<file path="src/sv/ple_pkg.sv">
// Shared types, codes and default sizes for the positional list engine.
package ple_pkg;

    // Field widths of the request and response transactions.
    localparam int FUNC_W   = 3;
    localparam int POS_W    = 7;
    localparam int VALUE_W  = 32;
    localparam int STATUS_W = 2;
    localparam int COUNT_W  = 7;

    // Default sizes of the entry store.
    localparam int DEPTH_DEF      = 64;
    localparam int DATA_WIDTH_DEF = 32;

    // Operation codes.
    localparam logic [FUNC_W-1:0] FN_INS_FIRST = 3'd0;
    localparam logic [FUNC_W-1:0] FN_INS_LAST  = 3'd1;
    localparam logic [FUNC_W-1:0] FN_INS_AT    = 3'd2;
    localparam logic [FUNC_W-1:0] FN_DEL_FIRST = 3'd3;
    localparam logic [FUNC_W-1:0] FN_DEL_LAST  = 3'd4;
    localparam logic [FUNC_W-1:0] FN_DEL_AT    = 3'd5;
    localparam logic [FUNC_W-1:0] FN_READ_AT   = 3'd6;

    // Status codes.
    localparam logic [STATUS_W-1:0] ST_OK    = 2'd0;
    localparam logic [STATUS_W-1:0] ST_FULL  = 2'd1;
    localparam logic [STATUS_W-1:0] ST_EMPTY = 2'd2;
    localparam logic [STATUS_W-1:0] ST_RANGE = 2'd3;

    typedef struct packed {
        logic [FUNC_W-1:0]         func;
        logic [POS_W-1:0]          position;
        logic signed [VALUE_W-1:0] value;
    } req_t;

    typedef struct packed {
        logic [STATUS_W-1:0]       status;
        logic signed [VALUE_W-1:0] read_value;
        logic [COUNT_W-1:0]        count;
    } rsp_t;

endpackage

</file>
<file path="src/sv/positional_list_engine.sv">
// Ordered list of up to DEPTH words kept in one RAM, entries moved to insert or delete.
// An accepted request walks the entries it moves or reads with one RAM read each, writes
// the new value for an insert, then loads the response; errors and the unused code load
// it directly. A stalled earlier response delays the load. req_stall holds off a new
// request until the response is loaded. Reset clears the state, count, walk flags and
// response valid; the payload registers are not reset.
module positional_list_engine #(
    parameter int DEPTH      = ple_pkg::DEPTH_DEF,
    parameter int DATA_WIDTH = ple_pkg::DATA_WIDTH_DEF
) (
    input  logic         clk,
    input  logic         rst_n,
    input  logic         req_valid,
    output logic         req_stall,
    input  ple_pkg::req_t req,
    output logic         rsp_valid,
    input  logic         rsp_stall,
    output ple_pkg::rsp_t rsp
);

    import ple_pkg::*;

    localparam int AW    = $clog2(DEPTH);
    localparam int CW    = $clog2(DEPTH + 1);
    localparam int PW    = ((CW > POS_W) ? CW : POS_W) + 1;
    localparam int EXT_W = (DATA_WIDTH > VALUE_W) ? DATA_WIDTH : VALUE_W;

    localparam logic [1:0] S_IDLE = 2'd0;
    localparam logic [1:0] S_MOVE = 2'd1;
    localparam logic [1:0] S_DONE = 2'd2;

    localparam logic [1:0] M_INS = 2'd0;
    localparam logic [1:0] M_DEL = 2'd1;
    localparam logic [1:0] M_GET = 2'd2;

    // Control state.
    logic [1:0]    state_reg, state_next;
    logic [CW-1:0] count_reg, count_next;
    logic          pend_reg, pend_next;
    logic          issued_reg, issued_next;
    logic          first_reg, first_next;
    logic          rsp_valid_reg, rsp_valid_next;

    // Working registers of the current transaction.
    logic [1:0]            mode_reg, mode_next;
    logic [CW-1:0]         rem_reg, rem_next;
    logic [AW-1:0]         ptr_reg, ptr_next;
    logic [AW-1:0]         pend_addr_reg, pend_addr_next;
    logic [AW-1:0]         idx_reg, idx_next;
    logic [DATA_WIDTH-1:0] value_reg, value_next;
    logic [STATUS_W-1:0]   status_reg, status_next;
    logic [VALUE_W-1:0]    rv_reg, rv_next;
    rsp_t                  rsp_reg, rsp_next;

    // RAM ports.
    logic                  ram_we;
    logic [AW-1:0]         ram_waddr;
    logic [DATA_WIDTH-1:0] ram_wdata;
    logic [DATA_WIDTH-1:0] ram_rdata;

    // Decode of an incoming transaction.
    logic [PW-1:0]       c_ext, p_ext, p_m1, acc_idx;
    logic [STATUS_W-1:0] acc_status;
    logic [1:0]          acc_mode;
    logic                acc_move;
    logic [CW-1:0]       acc_count, acc_rem;
    logic [AW-1:0]       acc_ptr;
    logic [VALUE_W-1:0]  rd_word;

    ple_ram #(
        .WIDTH (DATA_WIDTH),
        .DEPTH (DEPTH)
    ) u_entries (
        .clk     (clk),
        .wr_en   (ram_we),
        .wr_addr (ram_waddr),
        .wr_data (ram_wdata),
        .rd_addr (ptr_reg),
        .rd_data (ram_rdata)
    );

    assign req_stall = (state_reg != S_IDLE);
    assign rsp_valid = rsp_valid_reg;
    assign rsp       = rsp_reg;

    // Stored word sign-extended to the response width.
    assign rd_word = VALUE_W'(EXT_W'($signed(ram_rdata)));

    assign c_ext = PW'(count_reg);
    assign p_ext = PW'(req.position);
    assign p_m1  = p_ext - PW'(1);

    // Classify the request against the current count.
    always_comb
    begin
        acc_status = ST_OK;
        acc_mode   = M_GET;
        acc_move   = 1'b0;
        acc_count  = count_reg;
        acc_idx    = '0;
        acc_rem    = '0;
        acc_ptr    = '0;
        unique case (req.func)
            FN_INS_FIRST, FN_INS_LAST, FN_INS_AT:
            begin
                if (c_ext == PW'(DEPTH))
                begin
                    acc_status = ST_FULL;
                end
                else if ((req.func == FN_INS_AT) &&
                         ((p_ext == '0) || (p_ext > c_ext + PW'(1))))
                begin
                    acc_status = ST_RANGE;
                end
                else
                begin
                    if (req.func == FN_INS_FIRST)
                    begin
                        acc_idx = '0;
                    end
                    else if (req.func == FN_INS_LAST)
                    begin
                        acc_idx = c_ext;
                    end
                    else
                    begin
                        acc_idx = p_m1;
                    end
                    acc_mode  = M_INS;
                    acc_move  = 1'b1;
                    acc_rem   = CW'(c_ext - acc_idx);
                    acc_ptr   = AW'(c_ext - PW'(1));
                    acc_count = count_reg + CW'(1);
                end
            end
            FN_DEL_FIRST, FN_DEL_LAST, FN_DEL_AT:
            begin
                if (count_reg == '0)
                begin
                    acc_status = ST_EMPTY;
                end
                else if ((req.func == FN_DEL_AT) && ((p_ext == '0) || (p_ext > c_ext)))
                begin
                    acc_status = ST_RANGE;
                end
                else
                begin
                    if (req.func == FN_DEL_FIRST)
                    begin
                        acc_idx = '0;
                    end
                    else if (req.func == FN_DEL_LAST)
                    begin
                        acc_idx = c_ext - PW'(1);
                    end
                    else
                    begin
                        acc_idx = p_m1;
                    end
                    acc_mode  = M_DEL;
                    acc_move  = 1'b1;
                    acc_rem   = CW'(c_ext - acc_idx);
                    acc_ptr   = AW'(acc_idx);
                    acc_count = count_reg - CW'(1);
                end
            end
            FN_READ_AT:
            begin
                if (count_reg == '0)
                begin
                    acc_status = ST_EMPTY;
                end
                else if ((p_ext == '0) || (p_ext > c_ext))
                begin
                    acc_status = ST_RANGE;
                end
                else
                begin
                    acc_mode = M_GET;
                    acc_move = 1'b1;
                    acc_rem  = CW'(1);
                    acc_ptr  = AW'(p_m1);
                end
            end
            default:
            begin
                acc_status = ST_OK;
            end
        endcase
    end

    // Sequencer: accept, stream entries through the RAM, then load the response.
    always_comb
    begin
        state_next     = state_reg;
        count_next     = count_reg;
        pend_next      = pend_reg;
        issued_next    = issued_reg;
        first_next     = first_reg;
        rsp_valid_next = rsp_valid_reg;
        mode_next      = mode_reg;
        rem_next       = rem_reg;
        ptr_next       = ptr_reg;
        pend_addr_next = pend_addr_reg;
        idx_next       = idx_reg;
        value_next     = value_reg;
        status_next    = status_reg;
        rv_next        = rv_reg;
        rsp_next       = rsp_reg;
        ram_we         = 1'b0;
        ram_waddr      = pend_addr_reg;
        ram_wdata      = ram_rdata;

        // The consumer takes a waiting response.
        if (rsp_valid_reg && !rsp_stall)
        begin
            rsp_valid_next = 1'b0;
        end

        unique case (state_reg)
            S_IDLE:
            begin
                if (req_valid)
                begin
                    count_next  = acc_count;
                    status_next = acc_status;
                    mode_next   = acc_mode;
                    rem_next    = acc_rem;
                    ptr_next    = acc_ptr;
                    idx_next    = AW'(acc_idx);
                    value_next  = DATA_WIDTH'(EXT_W'($signed(req.value)));
                    rv_next     = '0;
                    pend_next   = 1'b0;
                    issued_next = 1'b0;
                    state_next  = acc_move ? S_MOVE : S_DONE;
                end
            end
            S_MOVE:
            begin
                // Retire the read issued in the previous cycle.
                if (pend_reg)
                begin
                    unique case (mode_reg)
                        M_INS:
                        begin
                            ram_we    = 1'b1;
                            ram_waddr = pend_addr_reg + AW'(1);
                        end
                        M_DEL:
                        begin
                            if (first_reg)
                            begin
                                rv_next = rd_word;
                            end
                            else
                            begin
                                ram_we    = 1'b1;
                                ram_waddr = pend_addr_reg - AW'(1);
                            end
                        end
                        default:
                        begin
                            rv_next = rd_word;
                        end
                    endcase
                end

                // Issue the next read, or finish once the pipeline is empty.
                if (rem_reg != '0)
                begin
                    pend_next      = 1'b1;
                    pend_addr_next = ptr_reg;
                    first_next     = !issued_reg;
                    issued_next    = 1'b1;
                    rem_next       = rem_reg - CW'(1);
                    ptr_next       = (mode_reg == M_INS) ? ptr_reg - AW'(1)
                                                         : ptr_reg + AW'(1);
                end
                else
                begin
                    pend_next = 1'b0;
                    if (!pend_reg)
                    begin
                        if (mode_reg == M_INS)
                        begin
                            ram_we    = 1'b1;
                            ram_waddr = idx_reg;
                            ram_wdata = value_reg;
                        end
                        state_next = S_DONE;
                    end
                end
            end
            S_DONE:
            begin
                if (!rsp_valid_reg || !rsp_stall)
                begin
                    rsp_next.status     = status_reg;
                    rsp_next.read_value = rv_reg;
                    rsp_next.count      = COUNT_W'(count_reg);
                    rsp_valid_next      = 1'b1;
                    state_next          = S_IDLE;
                end
            end
            default:
            begin
                state_next = S_IDLE;
            end
        endcase
    end

    // Control registers.
    always_ff @(posedge clk or negedge rst_n)
    begin
        if (!rst_n)
        begin
            state_reg     <= S_IDLE;
            count_reg     <= '0;
            pend_reg      <= 1'b0;
            issued_reg    <= 1'b0;
            first_reg     <= 1'b0;
            rsp_valid_reg <= 1'b0;
        end
        else
        begin
            state_reg     <= state_next;
            count_reg     <= count_next;
            pend_reg      <= pend_next;
            issued_reg    <= issued_next;
            first_reg     <= first_next;
            rsp_valid_reg <= rsp_valid_next;
        end
    end

    // Payload registers.
    always_ff @(posedge clk)
    begin
        mode_reg      <= mode_next;
        rem_reg       <= rem_next;
        ptr_reg       <= ptr_next;
        pend_addr_reg <= pend_addr_next;
        idx_reg       <= idx_next;
        value_reg     <= value_next;
        status_reg    <= status_next;
        rv_reg        <= rv_next;
        rsp_reg       <= rsp_next;
    end

endmodule

</file>
<file path="src/sv/ple_ram.sv">
// Generic simple dual-port RAM with one write port and a registered read port.
module ple_ram #(
    parameter int WIDTH = 32,
    parameter int DEPTH = 64
) (
    input  logic                     clk,
    input  logic                     wr_en,
    input  logic [$clog2(DEPTH)-1:0] wr_addr,
    input  logic [WIDTH-1:0]         wr_data,
    input  logic [$clog2(DEPTH)-1:0] rd_addr,
    output logic [WIDTH-1:0]         rd_data
);

    logic [WIDTH-1:0] mem [DEPTH];

    // Write and registered read; contents are undefined until written.
    always_ff @(posedge clk)
    begin
        if (wr_en)
        begin
            mem[wr_addr] <= wr_data;
        end
        rd_data <= mem[rd_addr];
    end

endmodule
</file>
<file path="config.mk">
export PLATFORM = sky130hd
export DESIGN_NAME = positional_list_engine
export DESIGN_NICKNAME = d
export VERILOG_FILES = /design/src/sv/ple_pkg.sv /design/src/sv/positional_list_engine.sv /design/src/sv/ple_ram.sv
export SDC_FILE = /design/constraint.sdc
export NUM_CORES = 2
export LEC_CHECK = 0
export BUFFER_PORTS_ARGS = -buffer_cell sky130_fd_sc_hd__clkbuf_2
export CORE_UTILIZATION = 57
export DETAILED_ROUTE_END_ITERATION = 8
export HOLD_SLACK_MARGIN = 0.1
export PLACE_DENSITY = 0.76
export RECOVER_POWER = 100
export SLEW_MARGIN = 20
export SYNTH_ARGS = -nofsm -noshare
export SYNTH_HDL_FRONTEND = slang
export SYNTH_SLANG_ARGS = --single-unit
</file>
<file path="constraint.sdc">
create_clock -name clk -period 5.1 [get_ports clk]
set_input_delay 0.765 -clock clk [delete_from_list [all_inputs] [get_ports clk]]
set_output_delay 0.765 -clock clk [all_outputs]
set_load 0.005 [all_outputs]
</file>
# Word level (Yosys, flattened, before mapping)
# Memory sizes are Yosys's and may differ from the RTL's. A register that Yosys moved wholly into a read port is not among the register bits.
# Cells that the tools add are included.
[word_totals]
latch_bits = 0
reg_bits = 147
n_memories = 1
elab_cells = 181
ram_bits = 2048
output_inout_bits = 43
mem_bits_ro = 0
[op_classes]
n_mux = 99
bitwise = 0
add_sub_neg = 12
mul = 0
div_mod_pow = 0
eq_ne = 22
n_lt_le_gt_ge = 2
shift = 0
reduce_logical = 28
[memory_table]
columns = ["name", "words", "width", "read_ports", "rd_clocked_by_memory_dff", "wr", "line", "source"]
rows = [
  ["u_entries.mem", 64, 32, 1, 1, 1, "ple_ram.sv:14", "logic [WIDTH-1:0] mem [DEPTH];"],
]
[op_table]
columns = ["op", "count"]
rows = [
  ["32-bit 2-to-1 mux", 7],
  ["7-bit 2-to-1 mux", 20],
  ["32-bit case mux with 2 select lines", 2],
  ["6-bit 2-to-1 mux", 19],
  ["6-bit case mux with 2 select lines", 3],
  ["2-bit 2-to-1 mux", 15],
  ["7-bit case mux with 2 select lines", 2],
  ["7-bit by 1-bit subtractor with 7-bit output (second input constant)", 4],
  ["1-bit 2-to-1 mux", 22],
  ["2-bit inequality test (second input constant)", 11],
  ["7-bit case mux with 3 select lines", 1],
  ["6-bit case mux with 3 select lines", 1],
  ["7-bit subtractor", 2],
  ["6-bit by 1-bit adder with 6-bit output (second input constant)", 2],
  ["2-bit case mux with 3 select lines", 2],
  ["6-bit by 1-bit subtractor with 6-bit output (second input constant)", 2],
  ["3-bit equality test (second input constant)", 3],
  ["7-bit by 1-bit adder with 8-bit output (second input constant)", 1],
  ["7-bit by 8-bit > comparator with 1-bit output", 1],
  ["8-bit zero test", 1],
  ["2-bit AND reduction", 4],
  ["7-bit by 1-bit adder with 7-bit output (second input constant)", 1],
  ["7-bit equality test (second input constant)", 1],
  ["7-bit > comparator", 1],
  ["other kinds (21)", 35],
]

# Longest topological paths before layout
[logic_depth]
depth_word = 13
depth_mapped = 16

# Cells and area by module
# Synthesis repeated with hierarchy kept, for this count alone.
[hier_totals]
hier_cells = 4197
area_unflattened_um2 = 87014.7
[modules_own_cells]
columns = ["module", "cells_per_inst", "area_each_um2", "n_inst"]
rows = [
  ["ple_ram", 3511, 79039.6, 1],
  ["positional_list_engine", 686, 7975.1, 1],
]

# Worst setup path before layout
# Ideal clock, no wire load.
[synth_path]
path_kind = "register to register"
startpoint = "register pend_addr_reg[0]"
endpoint = "memory u_entries.mem[20][0] (enable)"
stages_incl_launch_ff = 8
synth_period_minus_slack_ns = 5.541
arrival_ns = 5.040
path_slack_ns = -0.441
setup_time_ns = 0.502
path_cell_list = "edfxtp_1 or4b_1 nor4_1 o21ai_1 a21oi_1 nor2_2 clkbuf_1 nor4_1"
[synth_via]
elab_chain_cells = 8
elab_cells_between_ends = 9
classes_between = "add/sub: 2; mux: 7"
[synth_rtl]
columns = ["element", "line", "source"]
rows = [
  ["from (decl)", "positional_list_engine.sv:48", "logic [AW-1:0] pend_addr_reg, pend_addr_next;"],
  ["from (signal assigned)", "positional_list_engine.sv:341", "pend_addr_reg <= pend_addr_next;"],
  ["6-bit by 1-bit subtractor with 6-bit output", "positional_list_engine.sv:258", "ram_waddr = pend_addr_reg - AW'(1);"],
  ["6-bit 2-to-1 mux", "positional_list_engine.sv:251", "if (first_reg)"],
  ["6-bit case mux with 2 select lines", "positional_list_engine.sv:243", "unique case (mode_reg)"],
  ["6-bit 2-to-1 mux", "positional_list_engine.sv:241", "if (pend_reg)"],
  ["6-bit 2-to-1 mux", "positional_list_engine.sv:284", "if (mode_reg == M_INS)"],
  ["6-bit 2-to-1 mux", "positional_list_engine.sv:282", "if (!pend_reg)"],
  ["6-bit 2-to-1 mux", "positional_list_engine.sv:269", "if (rem_reg != '0)"],
  ["6-bit 2-to-1 mux (*)", "positional_list_engine.sv:220", "unique case (state_reg)"],
  ["to (decl)", "ple_ram.sv:14", ""],
]
# Every way passes the cells marked *; elsewhere a longest branch is shown, timed or not.

# Final worst setup path
[layout_path]
startpoint = "register rem_reg[3]"
endpoint = "memory u_entries.mem[4][20] (enable)"
[layout_via]
elab_chain_cells = 5
elab_cells_between_ends = 7
classes_between = "mux: 6; reduce/logical: 1"
[layout_rtl]
columns = ["element", "line", "source"]
rows = [
  ["from (decl)", "positional_list_engine.sv:46", "logic [CW-1:0] rem_reg, rem_next;"],
  ["from (signal assigned)", "positional_list_engine.sv:339", "rem_reg <= rem_next;"],
  ["7-bit nonzero test (*)", "positional_list_engine.sv:269", ""],
  ["1-bit 2-to-1 mux", "positional_list_engine.sv:269", ""],
  ["1-bit 2-to-1 mux", "positional_list_engine.sv:220", ""],
  ["1-bit 2-to-1 mux", "ple_ram.sv:19", "if (wr_en)"],
  ["1-bit 2-to-1 mux (implied by the code)", "ple_ram.sv:21", "mem[wr_addr] <= wr_data;"],
]
# Marks and branches as above.

==> key figures <==
Outcome
  • Status: finished with violations
  • Failing checks: capacitance limit, slew limit

Global routing
  • Initial antenna violation count: 19
  • GR Util All Layers: 0.2963
  • Vias in the first global route: 42639
  • Largest net degree at the start of global routing: 121
  • Global-route wire length before repair: 315700 µm
  • Overflow after GRT: 0

Clocking
  • Post-CTS setup repair buffer count: 0
  • Post_cts resized: 0
  • Cts bufs inserted: 208
  • H-tree depth: 4
  • CTS Sinks: 2227
  • Clock Latency Late Sink: 0.85 ns
  • Root Buffer: clkbuf_16
  • CTS tree: yes
  • Clk buf depth: 3
  • Clk slew on worst S/H paths: 0.06 ns

Synthesis
  • Top cell type's share of synthesized area: 0.7580
  • Seq/Total Area, Yosys: 0.7692
  • Dominant cell type by area after synthesis: edfxtp_1
  • Yosys cell types: 79
  • Mapped Nets: 3877
  • Main combinational cell family by area after synthesis: multiplexers
  • Mean post-synth cell area: 22.81 µm²
  • Ys async rst share: 0.005837
  • EDFF count, synth: around 2200
  • Xor/xnor cell area share of the yosys netlist: 0.003749
  • Multiplexer area fraction after synthesis: 0.1728
  • Syn Std Cell Area: between 80000 and 90000 µm²
  • #FFs+latches synth: 2227
  • Yosys warning total: 0
  • Post-synthesis adder-cell area fraction: 0.006195
  • Top FF cell, synth: edfxtp_1
  • Top post-synthesis cells by area: edfxtp_1, mux4_2, dfxtp_1
  • Compound-cell area share of the yosys netlist: 0.01420
  • Synth Area in Simple Gates: 0.02180
  • Cell count after synthesis: around 3800

Power
  • LEAKAGE: roughly 30 nW
  • Worst vdd ir: 0.0004478 V
  • Pwr Density: 533.4 nW/µm²

Setup path
  • Critical Path AT: roughly 5 ns
  • Required @ worst endpoint: 5.56 ns
  • Crit path max fanout: 17
  • Worst path cell trace: nor4_1 -> nand3_1 -> or3_1 -> nor2_1 -> o211ai_1 -> clkbuf_2 -> nor4_1 -> clkbuf_2
  • CP max stage delay: between 0.7 and 0.8 ns
  • Crit Path Category: flop to flop
  • Critical Path Start Type: flop
  • Slowest library cell on the worst path: clkbuf_2
  • Crit. End Element: flop

Finish
  • Fill cells: between 9000 and 10000
  • Area of the multi-input gates: 19240 µm²
  • Area delta synth->final: 12.95%
  • Layout cells sized above 1: 0.2866
  • Post-layout util: 0.6503
  • FF/Latch Area: roughly 66000 µm²
  • Layout net count: 4209
  • Max reg flops: 2048

STA
  • Period utilization: 0.9073
  • Final min period: roughly 4.6 ns
  • Final hold vios: 0
  • Final WS setup: around 0.47 ns
  • Worst slew margin: -0.6989
  • FMAX: approximately 220 MHz
  • RSZ-0062 raised after global routing: no
  • Setup-failing EPs final: 0
  • Fin. max-slew vios: approximately 1000
  • Skew final: 0.05987 ns
  • Worst-Margin Slew: 2.548 ns

Hold path
  • Class of the worst hold path: input port to flop

Place
  • Pre-CTS setup slack: 1.045 ns
  • Placer Congestion: 0.9089
  • Buffers on Ports: 88
  • DP HPWL: 127100 µm

Drt
  • DR iter-0 viols: 6058
  • Vias: 42857
  • DR WL/cell: 35.32 µm
  • Via density: 6.785
  • Detailed Routing Iterations Pass 1: 7
  • Antenna Nets Post-Route: 0
  • # DRC: 0
  • Routed WL: about 220000 µm

Floorplan
  • Row cnt: 142
  • CORE AREA: 150100 µm²
  • Initial Util: 0.5758
  • Die Area: 153200 µm²
  • Num ports: 89
  • Die width: 391.4 µm
  • Die height: 391.4 µm

Flow run
  • MaxCap Viol Count: 22
cell usage after synthesis, types with 11 or more instances:
master	instances
nand2_1	161
nor2b_1	19
o21ai_1	13
mux4_2	658
dfxtp_1	32
clkbuf_1	108
and2_1	37
nor2_1	90
o22ai_1	11
a21oi_1	38
inv_1	33
dfrtp_1	13
a31oi_1	13
nand3_1	20
buf_2	55
a211oi_1	17
xnor2_1	30
nor4_1	14
buf_4	17
o21ai_0	20
mux2i_1	11
edfxtp_1	2182
buf_1	15
ha_1	38
logic make-up (layout without fill, tap and decap cells):
group,Yosys count,in the layout
fa+ha+maj,41,41
mux,670,670
other cells,0,2
flops,2227,2227
xor+xnor,37,37
compound gates,181,181
buf+inv,236,744
simple gates,398,398
report_power, final:
group | internal [mW] | switching [mW]
sequential | 23.7 | 0.482
clock | 8.82 | 6.82
combinational | 3.95 | 8.29
through the flow:
| step | area [µm²] | total power, mW | std cells | hold slack (ns) | TNS, ns |
|---|---|---|---|---|---|
| finish | 97640 | 52.08 | 6316 | 0.2506 | 0 |
| floorplan | 86440 | 30.93 | 3790 | 0.4003 | -157.62 |
| global placement | 91020 | 36.05 | 5896 | 0.4025 | 0 |
| detailed placement | 91020 | 36.37 | 5896 | 0.4052 | 0 |
| CTS | 98220 | 52.00 | 6314 | 0.1619 | 0 |
| global route | 97630 | 53.25 | 6314 | 0.2547 | 0 |
routing by layer:
layer  wire (µm)  vias to the layer above  track usage
li1            -                    16692            -
met1       80970                    22650       0.4122
met2      107200                     3029       0.4645
met3       27880                      470      0.08205
met4        6907                       16      0.08563
met5          98                        -            0
path summary, 6_finish.rpt:
kind                             from                   end  slack [ns]  cells past startpoint
setup / recovery           rem_reg[3]  u_entries.mem[4][20]        0.47                      8
hold / removal              rsp_stall             rsp_valid        0.25                      3
setup reg to reg           rem_reg[3]  u_entries.mem[4][20]        0.47                      8
hold reg to reg            rv_reg[21]               rsp[28]        0.42                      0
max in group asynchronous       rst_n          count_reg[2]        3.84                      2
min in group asynchronous       rst_n          state_reg[0]        0.62                      2
what timing repair did:
item | CTS | global route
endpoints found under the hold margin | 44 | 0
hold buffers | 32 | 0
endpoints found under the setup margin | 0 | 0
worst max-delay path, delay by kind of cell (launching register included):
family                 cells  cell delay, ns
DFF                        1            0.44
AOI/OAI and AO/OA          1            0.19
and+or+nand+nor            5            2.35
buffers and inverters      2            1.27
cell type report:
type | count | share of cell area
multi-input cells | 1327 | 0.1971
clock inverters | 119 | 0.01338
diodes | 2 | 0.00005126
repair buffers | 320 | 0.02418
flip-flops and latches | 2227 | 0.6810
well taps | 2016 | 0.02583
clock buffers | 267 | 0.05704
inverters | 38 | 0.001461
placed cells by master (no fill, tap or decap), drive strengths merged, types with 6 or more instances in the layout:
master       instances
o21ai               33
buf                109
clkinvlp             6
edfxtp            2182
nor2b               19
bufinv              21
a2bb2oi              7
inv                 45
dlygate4sd3         32
or3                  8
a22oi                8
nand2              161
mux4               658
nor3                12
a31oi               14
a21o                10
nor4                16
clkinv              85
a21oi               38
dfrtp               13
o22ai               11
and2                37
a211oi              17
nand3               20
xor2                 7
xnor2               30
ha                  38
nor2                91
mux2i               11
dfxtp               32
clkbuf             446
nand2b               9
(Power assumes the default switching activity.)
